===== src/rtl/afr3d_pkg.sv =====
package afr3d_pkg;

    // Fixed formats of the ports and of the internal datapath.
    localparam int unsigned COORD_W         = 32;   // Q15.16 coordinates
    localparam int unsigned ANGLE_W         = 32;   // 2^32 per full turn
    localparam int unsigned ACC_W           = 64;   // CORDIC word, Q60
    localparam int unsigned SC_FRAC         = 30;   // cos/sin in Q30
    localparam int unsigned TRIG_STAGES_DEF = 24;
    localparam int unsigned TRIG_STAGES_MAX = 48;

    // pi in Q61, split in two halves for the angle multipliers
    localparam logic [63:0] PI_Q61 = 64'h6487ED5110B4611A;
    localparam logic [31:0] PI_HI  = PI_Q61[63:32];
    localparam logic [31:0] PI_LO  = PI_Q61[31:0];

    typedef logic signed [COORD_W-1:0] t_coord;
    typedef logic signed [ACC_W-1:0]   t_acc;
    typedef logic [ANGLE_W-1:0]        t_angle;

    typedef enum logic [1:0] {
        AXIS_X    = 2'd0,
        AXIS_Y    = 2'd1,
        AXIS_Z    = 2'd2,
        AXIS_NONE = 2'd3
    } t_axis;

    // Side data that rides along the pipeline with every request.
    typedef struct packed {
        t_coord     a;      // operand multiplied by cos in the first output
        t_coord     b;      // operand multiplied by sin in the first output
        t_coord     pass;   // component on the rotation axis
        t_axis      axis;
        logic [1:0] quad;   // quadrant of the angle
    } t_meta;

    // Elaboration-time long division.
    function automatic logic [63:0] udiv64(input logic [63:0] num, input logic [63:0] den);
        logic [64:0] rem;
        logic [63:0] quo;
        rem = '0;
        quo = '0;
        for (int b = 63; b >= 0; b--) begin
            rem = {rem[63:0], num[b]};
            if (rem >= {1'b0, den}) begin
                rem    = rem - {1'b0, den};
                quo[b] = 1'b1;
            end
        end
        return quo;
    endfunction

    function automatic logic [63:0] isqrt64(input logic [63:0] val);
        logic [63:0] vv;
        logic [63:0] res;
        logic [63:0] bt;
        vv  = val;
        res = '0;
        bt  = 64'd1 << 62;
        for (int n = 0; n < 32; n++) begin
            if (bt > vv) bt = bt >> 2;
        end
        for (int n = 0; n < 32; n++) begin
            if (bt != 64'd0) begin
                if (vv >= res + bt) begin
                    vv  = vv - (res + bt);
                    res = (res >> 1) + bt;
                end else begin
                    res = res >> 1;
                end
                bt = bt >> 2;
            end
        end
        return res;
    endfunction

    // Arctangent of 2^-idx in Q60 from the truncated series in Q62.
    function automatic logic [63:0] atan_q60(input int unsigned idx);
        logic [63:0] sum;
        logic [63:0] term;
        int unsigned sh;
        sum = '0;
        if (idx == 0) return PI_Q61 >> 3;
        for (int unsigned k = 0; k < 32; k++) begin
            sh = idx * (2 * k + 1);
            if (sh <= 62) begin
                term = udiv64(64'd1 << (62 - sh), 64'(2 * k + 1));
                if (k[0]) sum = sum - term;
                else      sum = sum + term;
            end
        end
        return (sum + 64'd2) >> 2;
    endfunction

    // Start value of the CORDIC x register: gain compensation in Q60.
    function automatic logic [63:0] cordic_k(input int unsigned stages);
        logic [63:0] v;
        v = 64'd1 << 62;
        for (int unsigned i = 0; i < 32; i++) begin
            if (i < stages) v = v - udiv64(v, (64'd1 << (2 * i)) + 64'd1);
        end
        return isqrt64(v) << 29;
    endfunction

endpackage


===== src/rtl/afr3d_angle.sv =====
module afr3d_angle (
    input  logic              i_clk,
    input  logic              i_rst_n,
    input  logic              i_valid,
    input  afr3d_pkg::t_angle i_angle,
    input  afr3d_pkg::t_meta  i_meta,
    output logic              o_valid,
    output afr3d_pkg::t_acc   o_z,
    output afr3d_pkg::t_meta  o_meta
);
    import afr3d_pkg::*;

    localparam int unsigned PL_W = 2 * ANGLE_W + 1;

    logic [ANGLE_W-1:0]        w_shift;
    logic [1:0]                w_quad;
    logic signed [ANGLE_W-1:0] w_res;
    logic signed [PL_W-1:0]    w_pl;
    t_meta                     w_meta;

    logic                      r_va;
    t_meta                     r_meta_a;
    t_acc                      r_ph;
    logic signed [ANGLE_W:0]   r_pl;
    logic                      r_vb;
    t_acc                      r_z;
    t_meta                     r_meta_b;

    // Quadrant from the top bits after adding an eighth turn; residue in +-1/8 turn.
    always_comb begin
        w_shift = i_angle + (ANGLE_W'(1) << (ANGLE_W - 3));
        w_quad  = w_shift[ANGLE_W-1 -: 2];
        w_res   = $signed(i_angle - {w_quad, {(ANGLE_W - 2){1'b0}}});
        w_pl    = PL_W'(w_res) * $signed({1'b0, PI_LO});
        w_meta      = i_meta;
        w_meta.quad = w_quad;
    end

    // Stage A: residue times pi, as two partial products.
    always_ff @(posedge i_clk) begin
        if (!i_rst_n) begin
            r_va <= 1'b0;
        end else begin
            r_va <= i_valid;
        end
        r_meta_a <= w_meta;
        r_ph     <= ACC_W'(w_res) * $signed({1'b0, PI_HI});
        r_pl     <= w_pl[PL_W-1 -: ANGLE_W + 1];
    end

    // Stage B: merge the partial products into the angle in Q60.
    always_ff @(posedge i_clk) begin
        if (!i_rst_n) begin
            r_vb <= 1'b0;
        end else begin
            r_vb <= r_va;
        end
        r_meta_b <= r_meta_a;
        r_z      <= r_ph + ACC_W'(r_pl);
    end

    assign o_valid = r_vb;
    assign o_z     = r_z;
    assign o_meta  = r_meta_b;

endmodule


===== config.mk =====
export PLATFORM = sky130hd
export DESIGN_NAME = afr3d_angle
export DESIGN_NICKNAME = d
export VERILOG_FILES = /design/src/rtl/afr3d_pkg.sv /design/src/rtl/afr3d_angle.sv
export SDC_FILE = /design/constraint.sdc
export NUM_CORES = 2
export LEC_CHECK = 0
export ABC_CLOCK_PERIOD_IN_PS = 12730
export BUFFER_PORTS_ARGS = -buffer_cell sky130_fd_sc_hd__clkbuf_2
export CORE_MARGIN = 2
export CORE_UTILIZATION = 40
export CTS_CLUSTER_DIAMETER = 40
export DETAILED_ROUTE_END_ITERATION = 6
export GPL_ROUTABILITY_DRIVEN = 0
export HOLD_SLACK_MARGIN = 0.06
export PLACE_DENSITY = 0.62
export SLEW_MARGIN = 20
export SYNTH_ARGS = -nofsm -noshare
export SYNTH_HDL_FRONTEND = slang
export SYNTH_SLANG_ARGS = --single-unit

===== constraint.sdc =====
create_clock -name i_clk -period 12.73 [get_ports i_clk]
set_input_delay 1.9095 -clock i_clk [delete_from_list [all_inputs] [get_ports i_clk]]
set_output_delay 1.9095 -clock i_clk [all_outputs]
set_load 0.02 [all_outputs]

==> key figures <==
Outcome
  • Status: completed

Drt
  • Met1 wire length: between 40000 and 50000 um
  • Detailed route wirelength on metal3: 9061 um
  • Avg Vias per Cell: ~4.9
  • Avg WL per Cell: about 20 um
  • Iter 0 DRT Violations: approximately 1.8k
  • Vias: 29.97k
  • DRC viols: 0
  • Iteration count of the initial detailed-routing pass: 5
  • Detail Route Antenna Nets: 0
  • Max Used Layer: met5
  • Met2 WL post-DR: roughly 55000 um
  • Detailed-route wire length: approximately 120000 um

Timing
  • Final setup fails: 0
  • Worst slew margin: 0.2600
  • FMAX: around 99 MHz
  • Final period util: 0.7913
  • Setup TNS: 0 ns
  • Fin. max-slew vios: 0
  • Unrepaired setup endpoints after global routing: no
  • Layout Skew: between 0.04 and 0.05 ns
  • Crit path time final: a little over 10 ns
  • Least-Margin Pin Slew: roughly 1.1 ns
  • Final Hold Viols: 0

Clock network
  • Sink Count: 360
  • CTS buffer count: 45
  • # H-tree levels: 2
  • Setup Fix Bufs, Post-CTS: 0
  • Post_cts resized: 0
  • Clock buffer depth: 3
  • Reg clk slew, reported paths: 0.06 ns
  • Clock root cell: clkbuf_16
  • CTS tree: yes
  • Worst-Skew Late Latency: around 0.60 ns
  • Quantity of hold-fixing buffers added after cts: 0

Die
  • Chip Height: approximately 330 um
  • Overall die area: ~0.11 mm2
  • Row Count: 120
  • Core Region: about 0.11 mm2
  • Die Wd: 331.3 um
  • I/O Pins: 300
  • Initial Utilization: 0.4019

Critical path
  • Cells along the critical path: clkbuf_2 > inv_1 > fa_1 > inv_1 > fa_1 > fa_1 > ha_1 > fa_1 > fa_1 > fa_1 > inv_1 > fa_1 > inv_1 > ha_1 > nand4_1 > or4_4 > o41ai_2 > o211ai_1 > a31oi_4 > a21boi_1 > o31ai_2 > a311oi_1 > xnor2_1
  • Setup Crit Path Kind: in2reg
  • Buf/Inv on CP: 5
  • CP arrival: roughly 11 ns
  • CP Launch Type: input port
  • Cell family with most CP delay: adder cells
  • Worst-path maximum fanout: 13
  • R2r setup slk: slightly below 9 ns
  • CP Capture Type: flip-flop
  • Slowest stage cell, crit path: o41ai_2
  • Worst path required time: 13.22 ns
  • CP max stage delay: slightly above 0.7 ns
  • Worst path most repeated cell: fa_1

GRT
  • Vias in the first global route: between 30k and 40k
  • Largest net degree at the start of global routing: 46
  • Initial antenna violation count: 2
  • First-pass GRT wire length: roughly 190000 um
  • Gr usage total: 0.2215
  • Grt total ovfl: 0

Placed design
  • Post-Place Cells: 5978
  • Detailed Place HPWL: 102100 um
  • I/O Buffers: 297

Synthesis
  • Mapped Area: approximately 0.043 mm2
  • Top cells by area, synth: fa_1, ha_1, dfxtp_1, inv_1, xnor2_1
  • Yosys top cell area share: 0.3336
  • Synth async-reset ratio: 0
  • Number of enable flip-flop cells after synthesis: 0
  • Cell accounting for the most synthesized area: fa_1
  • Synth Flop Type: dfxtp_1
  • Yosys warns: 0
  • Sequential element share of the synthesized area: 0.1682
  • FF+latch count, synth: 360
  • Synthesized area per cell: 9.942 um2
  • Netlist cell types: 74
  • Cells after Synth: 4310

Cells and area
  • Area growth, synth to finish: 11.23%
  • Final non-filler cell total: roughly 6.1k
  • Layout net count: ~6.2k
  • N_diodes: 0
  • Final Util: 0.4471
  • Share of layout cells above drive strength 1: 0.09214

Min path
  • Hold Path Class: reg2reg

Run
  • Maxcap violations: 0
stage by stage:
step	setup slack [ns]	area [um2]	hold WS, ns
floorplan	1.621	42850	0.3096
CTS	2.655	47660	0.2759
detailed placement	2.053	46050	0.3121
global route	2.323	47660	0.2874
finish	2.657	47660	0.2774
global placement	1.995	46050	0.3104
state kept, by name (all words and copies together), names as in the netlist:
register and cells:
o_meta 100, r_meta_a 100, o_z 64, r_ph 64
r_pl 30, o_valid 1, r_va 1
cells by family after synthesis:
kind of cell,count (synthesis),synth area share
fa+ha+maj,1404,0.5351
buf+inv,1283,0.1127
compound gates,592,0.08900
simple gates,457,0.05128
flops,360,0.1682
xor+xnor,210,0.04292
mux,3,0.0007592
other cells,1,0.00008752
cells in the mapped netlist (all sizes together) (3+ instances only):
master	count
buf	13
a211oi	20
a21boi	9
o211ai	16
a21oi	206
xnor2	143
ha	690
o41ai	4
clkbuf	40
nand3	41
xor2	67
nand4	41
dfxtp	360
and2	20
a311oi	7
inv	1230
a221oi	8
a41oi	5
nor3	28
or3	5
o31a	5
a21o	90
a2111oi	10
fa	714
o221ai	6
nor2b	14
o21bai	25
or2	14
nand2	139
nor2	110
nand2b	10
o21a	26
o2111ai	6
o31ai	13
a31oi	17
and4	4
o22ai	3
and3	21
o21ai	97
path summary, 6_finish.rpt:
kind / cells after the start / endpoint / startpoint
worst max register to register: 12 / o_z[60]$_DFF_P_ / r_pl[29]$_DFF_P_
worst min register to register: 0 / o_meta[38]$_DFF_P_ / r_meta_a[38]$_DFF_P_
worst min-delay path: 0 / o_meta[38]$_DFF_P_ / r_meta_a[38]$_DFF_P_
worst max-delay path: 23 / r_ph[62]$_DFF_P_ / i_angle[20]
worst reg2reg max path: cells and delay by family (launching register included):
family	cells	cell delay, ns
compound gates	5	1.50
simple gates	5	1.13
fa+ha+maj	1	0.49
flops	1	0.29
buf+inv	1	0.25
area by class of cell:
cell class | count | area [um2]
clock buffers | 51 | 1189
clock inverters | 30 | 419.2
fillers | 10190 | 58940
inverters | 1230 | 4617
multi-input cells | 2668 | 30840
flip-flops and latches | 360 | 7207
well taps | 1403 | 1755
repair buffers | 317 | 1637
cells in the final DEF, fill, tap and decap left out, types with 12 or more instances in the layout:
cell type / count
a211oi_1: 20
a21o_1: 90
a21oi_1: 206
a31oi_1: 16
and2_1: 20
and3_1: 21
buf_4: 20
clkbuf_16: 45
clkbuf_2: 297
dfxtp_1: 360
fa_1: 714
ha_1: 690
inv_1: 1229
nand2_1: 139
nand3_1: 39
nand4_1: 41
nor2_1: 110
nor2b_1: 14
nor3_1: 27
o211ai_1: 16
o21a_1: 26
o21ai_0: 85
o21ai_1: 12
o21bai_1: 25
or2_2: 14
xnor2_1: 143
xor2_1: 66
metal layers:
| layer | GRT usage | vias to the layer above |
|---|---|---|
| li1 | - | 14053 |
| met1 | 0.2827 | 14655 |
| met2 | 0.3710 | 1039 |
| met3 | 0.04806 | 221 |
| met4 | 0.07665 | 2 |
| met5 | 0 | - |
Power is left out: the tool's default activity adds up to more than one toggle a clock period on the data nets, which glitch-free logic cannot reach.
