==> src/rtl/afr3d_pkg.sv <==
package afr3d_pkg;

    // Fixed formats of the ports and of the internal datapath.
    localparam int unsigned COORD_W         = 32;   // Q15.16 coordinates
    localparam int unsigned ANGLE_W         = 32;   // 2^32 per full turn
    localparam int unsigned ACC_W           = 64;   // CORDIC word, Q60
    localparam int unsigned SC_FRAC         = 30;   // cos/sin in Q30
    localparam int unsigned TRIG_STAGES_DEF = 24;
    localparam int unsigned TRIG_STAGES_MAX = 48;

    // pi in Q61, split in two halves for the angle multipliers
    localparam logic [63:0] PI_Q61 = 64'h6487ED5110B4611A;
    localparam logic [31:0] PI_HI  = PI_Q61[63:32];
    localparam logic [31:0] PI_LO  = PI_Q61[31:0];

    typedef logic signed [COORD_W-1:0] t_coord;
    typedef logic signed [ACC_W-1:0]   t_acc;
    typedef logic [ANGLE_W-1:0]        t_angle;

    typedef enum logic [1:0] {
        AXIS_X    = 2'd0,
        AXIS_Y    = 2'd1,
        AXIS_Z    = 2'd2,
        AXIS_NONE = 2'd3
    } t_axis;

    // Side data that rides along the pipeline with every request.
    typedef struct packed {
        t_coord     a;      // operand multiplied by cos in the first output
        t_coord     b;      // operand multiplied by sin in the first output
        t_coord     pass;   // component on the rotation axis
        t_axis      axis;
        logic [1:0] quad;   // quadrant of the angle
    } t_meta;

    // Elaboration-time long division.
    function automatic logic [63:0] udiv64(input logic [63:0] num, input logic [63:0] den);
        logic [64:0] rem;
        logic [63:0] quo;
        rem = '0;
        quo = '0;
        for (int b = 63; b >= 0; b--) begin
            rem = {rem[63:0], num[b]};
            if (rem >= {1'b0, den}) begin
                rem    = rem - {1'b0, den};
                quo[b] = 1'b1;
            end
        end
        return quo;
    endfunction

    function automatic logic [63:0] isqrt64(input logic [63:0] val);
        logic [63:0] vv;
        logic [63:0] res;
        logic [63:0] bt;
        vv  = val;
        res = '0;
        bt  = 64'd1 << 62;
        for (int n = 0; n < 32; n++) begin
            if (bt > vv) bt = bt >> 2;
        end
        for (int n = 0; n < 32; n++) begin
            if (bt != 64'd0) begin
                if (vv >= res + bt) begin
                    vv  = vv - (res + bt);
                    res = (res >> 1) + bt;
                end else begin
                    res = res >> 1;
                end
                bt = bt >> 2;
            end
        end
        return res;
    endfunction

    // Arctangent of 2^-idx in Q60 from the truncated series in Q62.
    function automatic logic [63:0] atan_q60(input int unsigned idx);
        logic [63:0] sum;
        logic [63:0] term;
        int unsigned sh;
        sum = '0;
        if (idx == 0) return PI_Q61 >> 3;
        for (int unsigned k = 0; k < 32; k++) begin
            sh = idx * (2 * k + 1);
            if (sh <= 62) begin
                term = udiv64(64'd1 << (62 - sh), 64'(2 * k + 1));
                if (k[0]) sum = sum - term;
                else      sum = sum + term;
            end
        end
        return (sum + 64'd2) >> 2;
    endfunction

    // Start value of the CORDIC x register: gain compensation in Q60.
    function automatic logic [63:0] cordic_k(input int unsigned stages);
        logic [63:0] v;
        v = 64'd1 << 62;
        for (int unsigned i = 0; i < 32; i++) begin
            if (i < stages) v = v - udiv64(v, (64'd1 << (2 * i)) + 64'd1);
        end
        return isqrt64(v) << 29;
    endfunction

endpackage

==> src/rtl/afr3d_cordic_stage.sv <==
module afr3d_cordic_stage #(
    parameter int unsigned STAGE = 0
) (
    input  logic             i_clk,
    input  logic             i_rst_n,
    input  logic             i_valid,
    input  afr3d_pkg::t_acc  i_x,
    input  afr3d_pkg::t_acc  i_y,
    input  afr3d_pkg::t_acc  i_z,
    input  afr3d_pkg::t_meta i_meta,
    output logic             o_valid,
    output afr3d_pkg::t_acc  o_x,
    output afr3d_pkg::t_acc  o_y,
    output afr3d_pkg::t_acc  o_z,
    output afr3d_pkg::t_meta o_meta
);
    import afr3d_pkg::*;

    localparam t_acc ATAN = t_acc'(atan_q60(STAGE));

    logic  r_valid;
    t_acc  r_x;
    t_acc  r_y;
    t_acc  r_z;
    t_meta r_meta;

    always_ff @(posedge i_clk) begin
        if (!i_rst_n) begin
            r_valid <= 1'b0;
        end else begin
            r_valid <= i_valid;
        end
        r_meta <= i_meta;
        // Rotate toward zero residual angle.
        if (!i_z[ACC_W-1]) begin
            r_x <= i_x - (i_y >>> STAGE);
            r_y <= i_y + (i_x >>> STAGE);
            r_z <= i_z - ATAN;
        end else begin
            r_x <= i_x + (i_y >>> STAGE);
            r_y <= i_y - (i_x >>> STAGE);
            r_z <= i_z + ATAN;
        end
    end

    assign o_valid = r_valid;
    assign o_x     = r_x;
    assign o_y     = r_y;
    assign o_z     = r_z;
    assign o_meta  = r_meta;

endmodule

==> config.mk <==
export PLATFORM = sky130hd
export DESIGN_NAME = afr3d_cordic_stage
export DESIGN_NICKNAME = d
export VERILOG_FILES = /design/src/rtl/afr3d_pkg.sv /design/src/rtl/afr3d_cordic_stage.sv
export SDC_FILE = /design/constraint.sdc
export NUM_CORES = 1
export LEC_CHECK = 0
export ABC_AREA = 0
export BUFFER_PORTS_ARGS = -buffer_cell sky130_fd_sc_hd__buf_2
export CELL_PAD_IN_SITES_DETAIL_PLACEMENT = 1
export CELL_PAD_IN_SITES_GLOBAL_PLACEMENT = 1
export CORE_MARGIN = 4
export CORE_UTILIZATION = 40
export CTS_CLUSTER_DIAMETER = 50
export CTS_CLUSTER_SIZE = 20
export DETAILED_ROUTE_END_ITERATION = 10
export MAX_ROUTING_LAYER = met4
export PLACE_DENSITY = 0.9
export REMOVE_ABC_BUFFERS = 1
export SETUP_SLACK_MARGIN = 0.02
export SYNTH_ARGS = -nofsm -noshare
export SYNTH_HDL_FRONTEND = slang
export SYNTH_SLANG_ARGS = --single-unit
==> constraint.sdc <==
create_clock -name i_clk -period 7.4 [get_ports i_clk]
set_input_delay 0.74 -clock i_clk [delete_from_list [all_inputs] [get_ports i_clk]]
set_output_delay 0.74 -clock i_clk [all_outputs]
set_load 0.02 [all_outputs]
==> results of run 1 <==
[state kept, by name (all words and copies together) (netlist names)]
register  flops
o_y          64
o_meta      100
o_x          63
o_z          64
o_valid       1
[final timing paths]
check                       from         end  slack [ns]  depth (start not counted)
worst max-delay path     i_z[63]     o_z[44]        2.83                         14
worst min-delay path  i_meta[61]  o_meta[61]        0.26                          1
[synthesized netlist by cell type, types with 51 or more instances]
library cell / count / share of area [%]
a21o_1: 79 / 2.7
ha_1: 267 / 15
inv_1: 208 / 3.6
o21bai_1: 63 / 2.2
o21ai_0: 189 / 4.4
nand2_1: 151 / 2.6
clkbuf_1: 81 / 1.4
nand4_1: 51 / 1.5
dfxtp_1: 292 / 27
xnor2_1: 148 / 6.0
a21oi_1: 358 / 8.3
nor2_1: 199 / 3.4
[cells by family (layout without fill, tap and decap cells)]
| logic type | count (synthesis) | count (layout) |
|---|---|---|
| AOI/OAI and AO/OA | 968 | 968 |
| xor gates and xnor gates | 181 | 181 |
| adders and majority gates | 270 | 270 |
| buffers and inverters | 333 | 879 |
| DFF | 292 | 292 |
| muxes | 37 | 37 |
| other | 0 | 13 |
| and+or+nand+nor | 642 | 642 |
[per-layer routing]
layer	GRT usage, %	wire [um]
met3	6.27	7640
met5	-	0
met1	39.5	39600
met2	53.8	47000
met4	15.2	5170
[critical path, cell delays in order]
cell and delay [ns]:
buf_6 0.32, inv_4 0.40, ha_1 0.56, a211oi_1 0.10, nor2_1 0.22, o22ai_1 0.22, o41a_1 0.46, o2111ai_1 0.35
nand3_1 0.17, a211oi_1 0.48, o311a_1 0.30, nor2_1 0.10, o31ai_1 0.29, xor2_1 0.20
[final cells by class]
type                    instances  area share, %
clock inverters                30           1.56
flip-flops and latches        292           22.1
well taps                     696           3.29
clock buffers                  38           3.51
diodes                         13          0.123
inverters                     219           3.12
multi-input cells            2098           55.0
repair buffers                592           11.3
[layout by cell type (no fill, tap or decap), types with 13 or more instances in the layout]
cell type | synthesis | final
nand4_1 | 51 | 51
ha_1 | 267 | 267
xnor2_1 | 148 | 148
nor2b_1 | 33 | 33
a21oi_1 | 358 | 358
nand2b_1 | 24 | 24
buf_2 | 19 | 586
inv_1 | 208 | 208
nor3_1 | 48 | 48
a211oi_1 | 25 | 25
nor4_1 | 24 | 24
nor2_1 | 199 | 199
and3_1 | 14 | 14
a21boi_0 | 14 | 14
o21ai_0 | 189 | 189
o21bai_1 | 63 | 63
o211ai_1 | 21 | 21
o31ai_1 | 36 | 36
a21o_1 | 79 | 79
clkbuf_16 | 0 | 37
diode_2 | 0 | 13
dfxtp_1 | 292 | 292
xor2_1 | 33 | 33
mux2i_1 | 36 | 36
a31oi_1 | 27 | 27
o21a_1 | 26 | 26
nand2_1 | 151 | 151
nand3_1 | 33 | 33
[report_power, final]
part / internal (mW) / switching [mW] / leakage, nW / total (mW)
Combinational: 0.777 / 1.63 / 9.37 / 2.41
Sequential: 1.85 / 0.111 / 2.46 / 1.96
Clock: 1.05 / 0.922 / 0.650 / 1.97
==> results.toml, run 1 <==
[run_status]
status = "completed"

[clock_network]
numCtsBuffers = 37
post_cts_resized = 0
h-tree-depth = 2
cts_max_path_buffers = 3
cts_tree = "yes"
clkSlewWorstSetupHoldPaths_ns = 0.08
holdBufCountCts = 0
cts_sinks = 292
clock-root-buffer = "clkbuf_16"
postCtsSetupBuffers = 0

[logic_synthesis]
synth_seq_cells = 292
synthAdderAreaFrac_pct = 15.7
syn_area_mm2 = 0.0217
postSynthCellCount = 2723
synth.mux.area_fraction_pct = 1.71
synth.avg_cell_area_um2 = 7.97
synth_top_family_by_area = "compound AO/OA/AOI/OAI gates"
synth_edf_count = 0
synth_compound_area_share_pct = 28.1
synthArstFlopShare_pct = 0
yosysUniqueCellTypes = 87
ys_seq_area_share_pct = 26.9
synthXorXnorAreaFrac_pct = 7.31
synth-simple-area-share_pct = 14.3
ys_warn_count = 0
synth_top_flop_cell = "dfxtp_1"

[setup_path]
critPathKind = "in2reg"
worstPathRequired_ns = 7.89
cp_max_fo = 56
arrival_ns = 5.07
end_kind = "flip-flop"
startpoint_type = "input pin"

[floorplan]
dieArea_mm2 = 0.0580
io_pins = 588
chipWidth_um = 241
core_mm2 = 0.0538
rows = 85
die-height_um = 241
initial_core_util_pct = 40.3

[sta]
relSlewSlack_pct = 32.4
worst_pin_slew_ns = 0.989
whs_ns = 0.263
setup_viol_count_final = 0
finalCriticalPeriod_ns = 4.57
rsz0062_at_grt = "false"
timing.setup.tns_ns = 0
max_clock_freq_mhz = 219
setup_slack_ns = 2.83
min_period_over_period_pct = 61.8
drv_slew = 0
hold_viol = 0

[pwr]
p_per_area_mw_per_mm2 = 240
p_leak_nw = 12.5
ir_drop_mv = 0.218
fin_total_pwr_mw = 6.34

[grt]
grtUsageTotal_pct = 33.0
gr-total-overflow = 0
grt_pass1_wl_mm = 146
grt_max_degree = 71
antenna_found_initial = 16
grt_pass1_vias = 24300

[detailed_routing]
firstDrtPassIters = 6
first_iter_violations = 2266
vias_per_cell = 5.99
routed_wl_mm = 99.4
post-route-drc-count = 0
routedWlPerCell_um = 25.0
vias = 23800
drtAntennaViolNets = 0

[cells_and_area]
design_area_mm2 = 0.0265
utilization_pct = 49.2
drive_above_1_share_pct = 21.6
multi_input_area_mm2 = 0.0146
seq_area_mm2 = 0.00585
fin_cells = 3978
syn_to_final_growth_pct = 21.9
fin_nets = 3805
n_fill_cell = 6741

[placement]
port_buffers = 587
place_ws_ns = 2.27
place_area_mm2 = 0.0251
place_inst = 3897
finalWeightedCongestion = 0.998
hpwl_mm = 79.5

[worst_hold_path]
hp-class = "in2reg"

[flow_run]
maxCapViolCount = 0
Power figures use the tool's default switching activity.
==> inputs of run 2 (changes only) <==
--- a/config.mk
+++ b/config.mk
@@ -10,12 +10,12 @@
 export CELL_PAD_IN_SITES_DETAIL_PLACEMENT = 1
 export CELL_PAD_IN_SITES_GLOBAL_PLACEMENT = 1
 export CORE_MARGIN = 4
-export CORE_UTILIZATION = 40
+export CORE_UTILIZATION = 35
 export CTS_CLUSTER_DIAMETER = 50
 export CTS_CLUSTER_SIZE = 20
 export DETAILED_ROUTE_END_ITERATION = 10
 export MAX_ROUTING_LAYER = met4
-export PLACE_DENSITY = 0.9
+export PLACE_DENSITY = 0.84
 export REMOVE_ABC_BUFFERS = 1
 export SETUP_SLACK_MARGIN = 0.02
 export SYNTH_ARGS = -nofsm -noshare
==> constraint.sdc (replaced) <==
create_clock -name i_clk -period 4 [get_ports i_clk]
set_input_delay 0.4 -clock i_clk [delete_from_list [all_inputs] [get_ports i_clk]]
set_output_delay 0.4 -clock i_clk [all_outputs]
set_load 0.02 [all_outputs]
==> run 2 against run 1 <==
Hold slack worse by 0.21 ns; via count increased by 5.0%; highest routed layer unchanged; final cell count grew 9.1%; critical endpoint unchanged; global-route usage shrank 1.5 points; first-iteration DRC count is 4.4% lower; final area up 9.7%; power is 100% higher; flip-flop and latch count is the same; wire length increased by 9.6%; sequential power increased by 87%.
==> results.toml, run 2 (synthesis results as in run 1) <==
[run_status]
status = "completed"

[setup_path]
cpMaxStageDelayCell = "o41a_1"
startpoint_type = "input pin"
end_kind = "flip-flop"
critPathKind = "in2reg"
worstPathRequired_ns = 4.48
path_cells = "buf_4, inv_4, ha_1, a211oi_1, nor2_1, o22ai_1, o41a_1, o2111ai_1, nand3_1, a211oi_1, o311a_1, nor2_1, o31ai_1, xor2_1"
cpPeakStageDelay_ns = 0.44
arrival_ns = 4.09
cp_max_fo = 21

[sta]
setup_slack_ns = 0.386
min_period_over_period_pct = 90.3
hold_viol = 0
setup_viol_count_final = 0
rsz0062_at_grt = "false"
finalCriticalPeriod_ns = 3.61
timing.setup.tns_ns = 0
drv_slew = 0
worst_pin_slew_ns = 0.929
whs_ns = 0.0488
relSlewSlack_pct = 37.3
max_clock_freq_mhz = 277

[detailed_routing]
firstDrtPassIters = 6
dr_wl_met3_mm = 8.40
drt-met1-wl_mm = 43.2
vias = 25000
top_layer_used = "met4"
first_iter_violations = 2166
routedWlPerCell_um = 25.1
drtAntennaViolNets = 0
route.met2.wl_mm = 51.7
vias_per_cell = 5.76
routed_wl_mm = 109
post-route-drc-count = 0

[floorplan]
die-height_um = 257
rows = 91
chipWidth_um = 257
io_pins = 588
initial_core_util_pct = 35.3
core_mm2 = 0.0615
dieArea_mm2 = 0.0660

[cells_and_area]
largest_reg_flops = 100
utilization_pct = 47.2
design_area_mm2 = 0.0290
syn_to_final_growth_pct = 33.8
seq_area_mm2 = 0.00585
fin_nets = 4063
most-common-layout-cells = "buf_2 (586), a21oi_1 (358), dfxtp_1 (292)"
fin_cells = 4341
n_fill_cell = 7544
multi_input_area_mm2 = 0.0146
drive_above_1_share_pct = 24.6
final_common_cell = "buf_2"

[pwr]
ir_drop_mv = 0.351
p_leak_nw = 13.8
p_per_area_mw_per_mm2 = 440
fin_total_pwr_mw = 12.8

[clock_network]
postCtsSetupBuffers = 0
clkSlewWorstSetupHoldPaths_ns = 0.08
cts_sinks = 292
cts_max_path_buffers = 3
clock-root-buffer = "clkbuf_16"
holdBufCountCts = 100
cts_tree = "yes"
post_cts_resized = 0
h-tree-depth = 2
numCtsBuffers = 44

[grt]
antenna_found_initial = 18
gr-total-overflow = 0
grt_pass1_wl_mm = 160
grt_pass1_vias = 25700
grt_max_degree = 75
grtUsageTotal_pct = 31.5

[flow_run]
maxCapViolCount = 0

[placement]
port_buffers = 587
finalWeightedCongestion = 1.04
place_ws_ns = -0.0513
hpwl_mm = 81.7
place_area_mm2 = 0.0263
place_inst = 4142

[worst_hold_path]
hp-class = "in2reg"
min_delay_path_depth = 2
## run 2: cell types whose count changed in the layout (fill, tap and decap cells not counted), moves of 2 or more
cell / before / now
clkbuf_1: 1 / 3
diode_2: 13 / 17
dlygate4sd3_1: 0 / 100
bufinv_16: 1 / 4
clkbuf_8: 0 / 2
clkbuf_16: 37 / 44
inv_8: 1 / 3
inv_16: 4 / 1
clkinv_8: 6 / 14
clkinvlp_4: 1 / 3
inv_12: 6 / 1
inv_6: 7 / 2
buf_4: 5 / 157
## run 2: layout make-up
type | count | area share (%)
Tap cell | 790 | 3.41
Clock inverter | 33 | 1.78
Sequential cell | 292 | 20.1
Clock buffer | 49 | 3.93
Timing Repair Buffer | 843 | 17.6
Multi-Input combinational cell | 2098 | 50.2
Inverter | 219 | 2.84
Antenna cell | 17 | 0.147
## run 2: power by group
part	switching, mW	internal [mW]	total, mW	leakage (nW)
Combinational	3.12	1.68	4.80	10.5
Sequential	0.233	3.43	3.66	2.46
Clock	1.83	2.46	4.29	0.785
Total	5.19	7.57	12.8	13.8
## run 2: metal layers
layer	global-route usage, %	vias up
li1	-	11300
met1	37.5	12100
met2	52.5	1352
met3	5.62	303
met4	13.5	0
met5	-	-
## run 2: worst paths after layout
path | start | to
hold / removal | i_valid | o_valid
setup / recovery | i_z[63] | o_z[44]
## run 2: critical path: cells and delay by family
kind | cells | cell delay, ns
compound gates | 7 | 2.12
buf+inv | 2 | 0.31
simple gates | 3 | 0.52
fa+ha+maj | 1 | 0.41
xor+xnor | 1 | 0.33
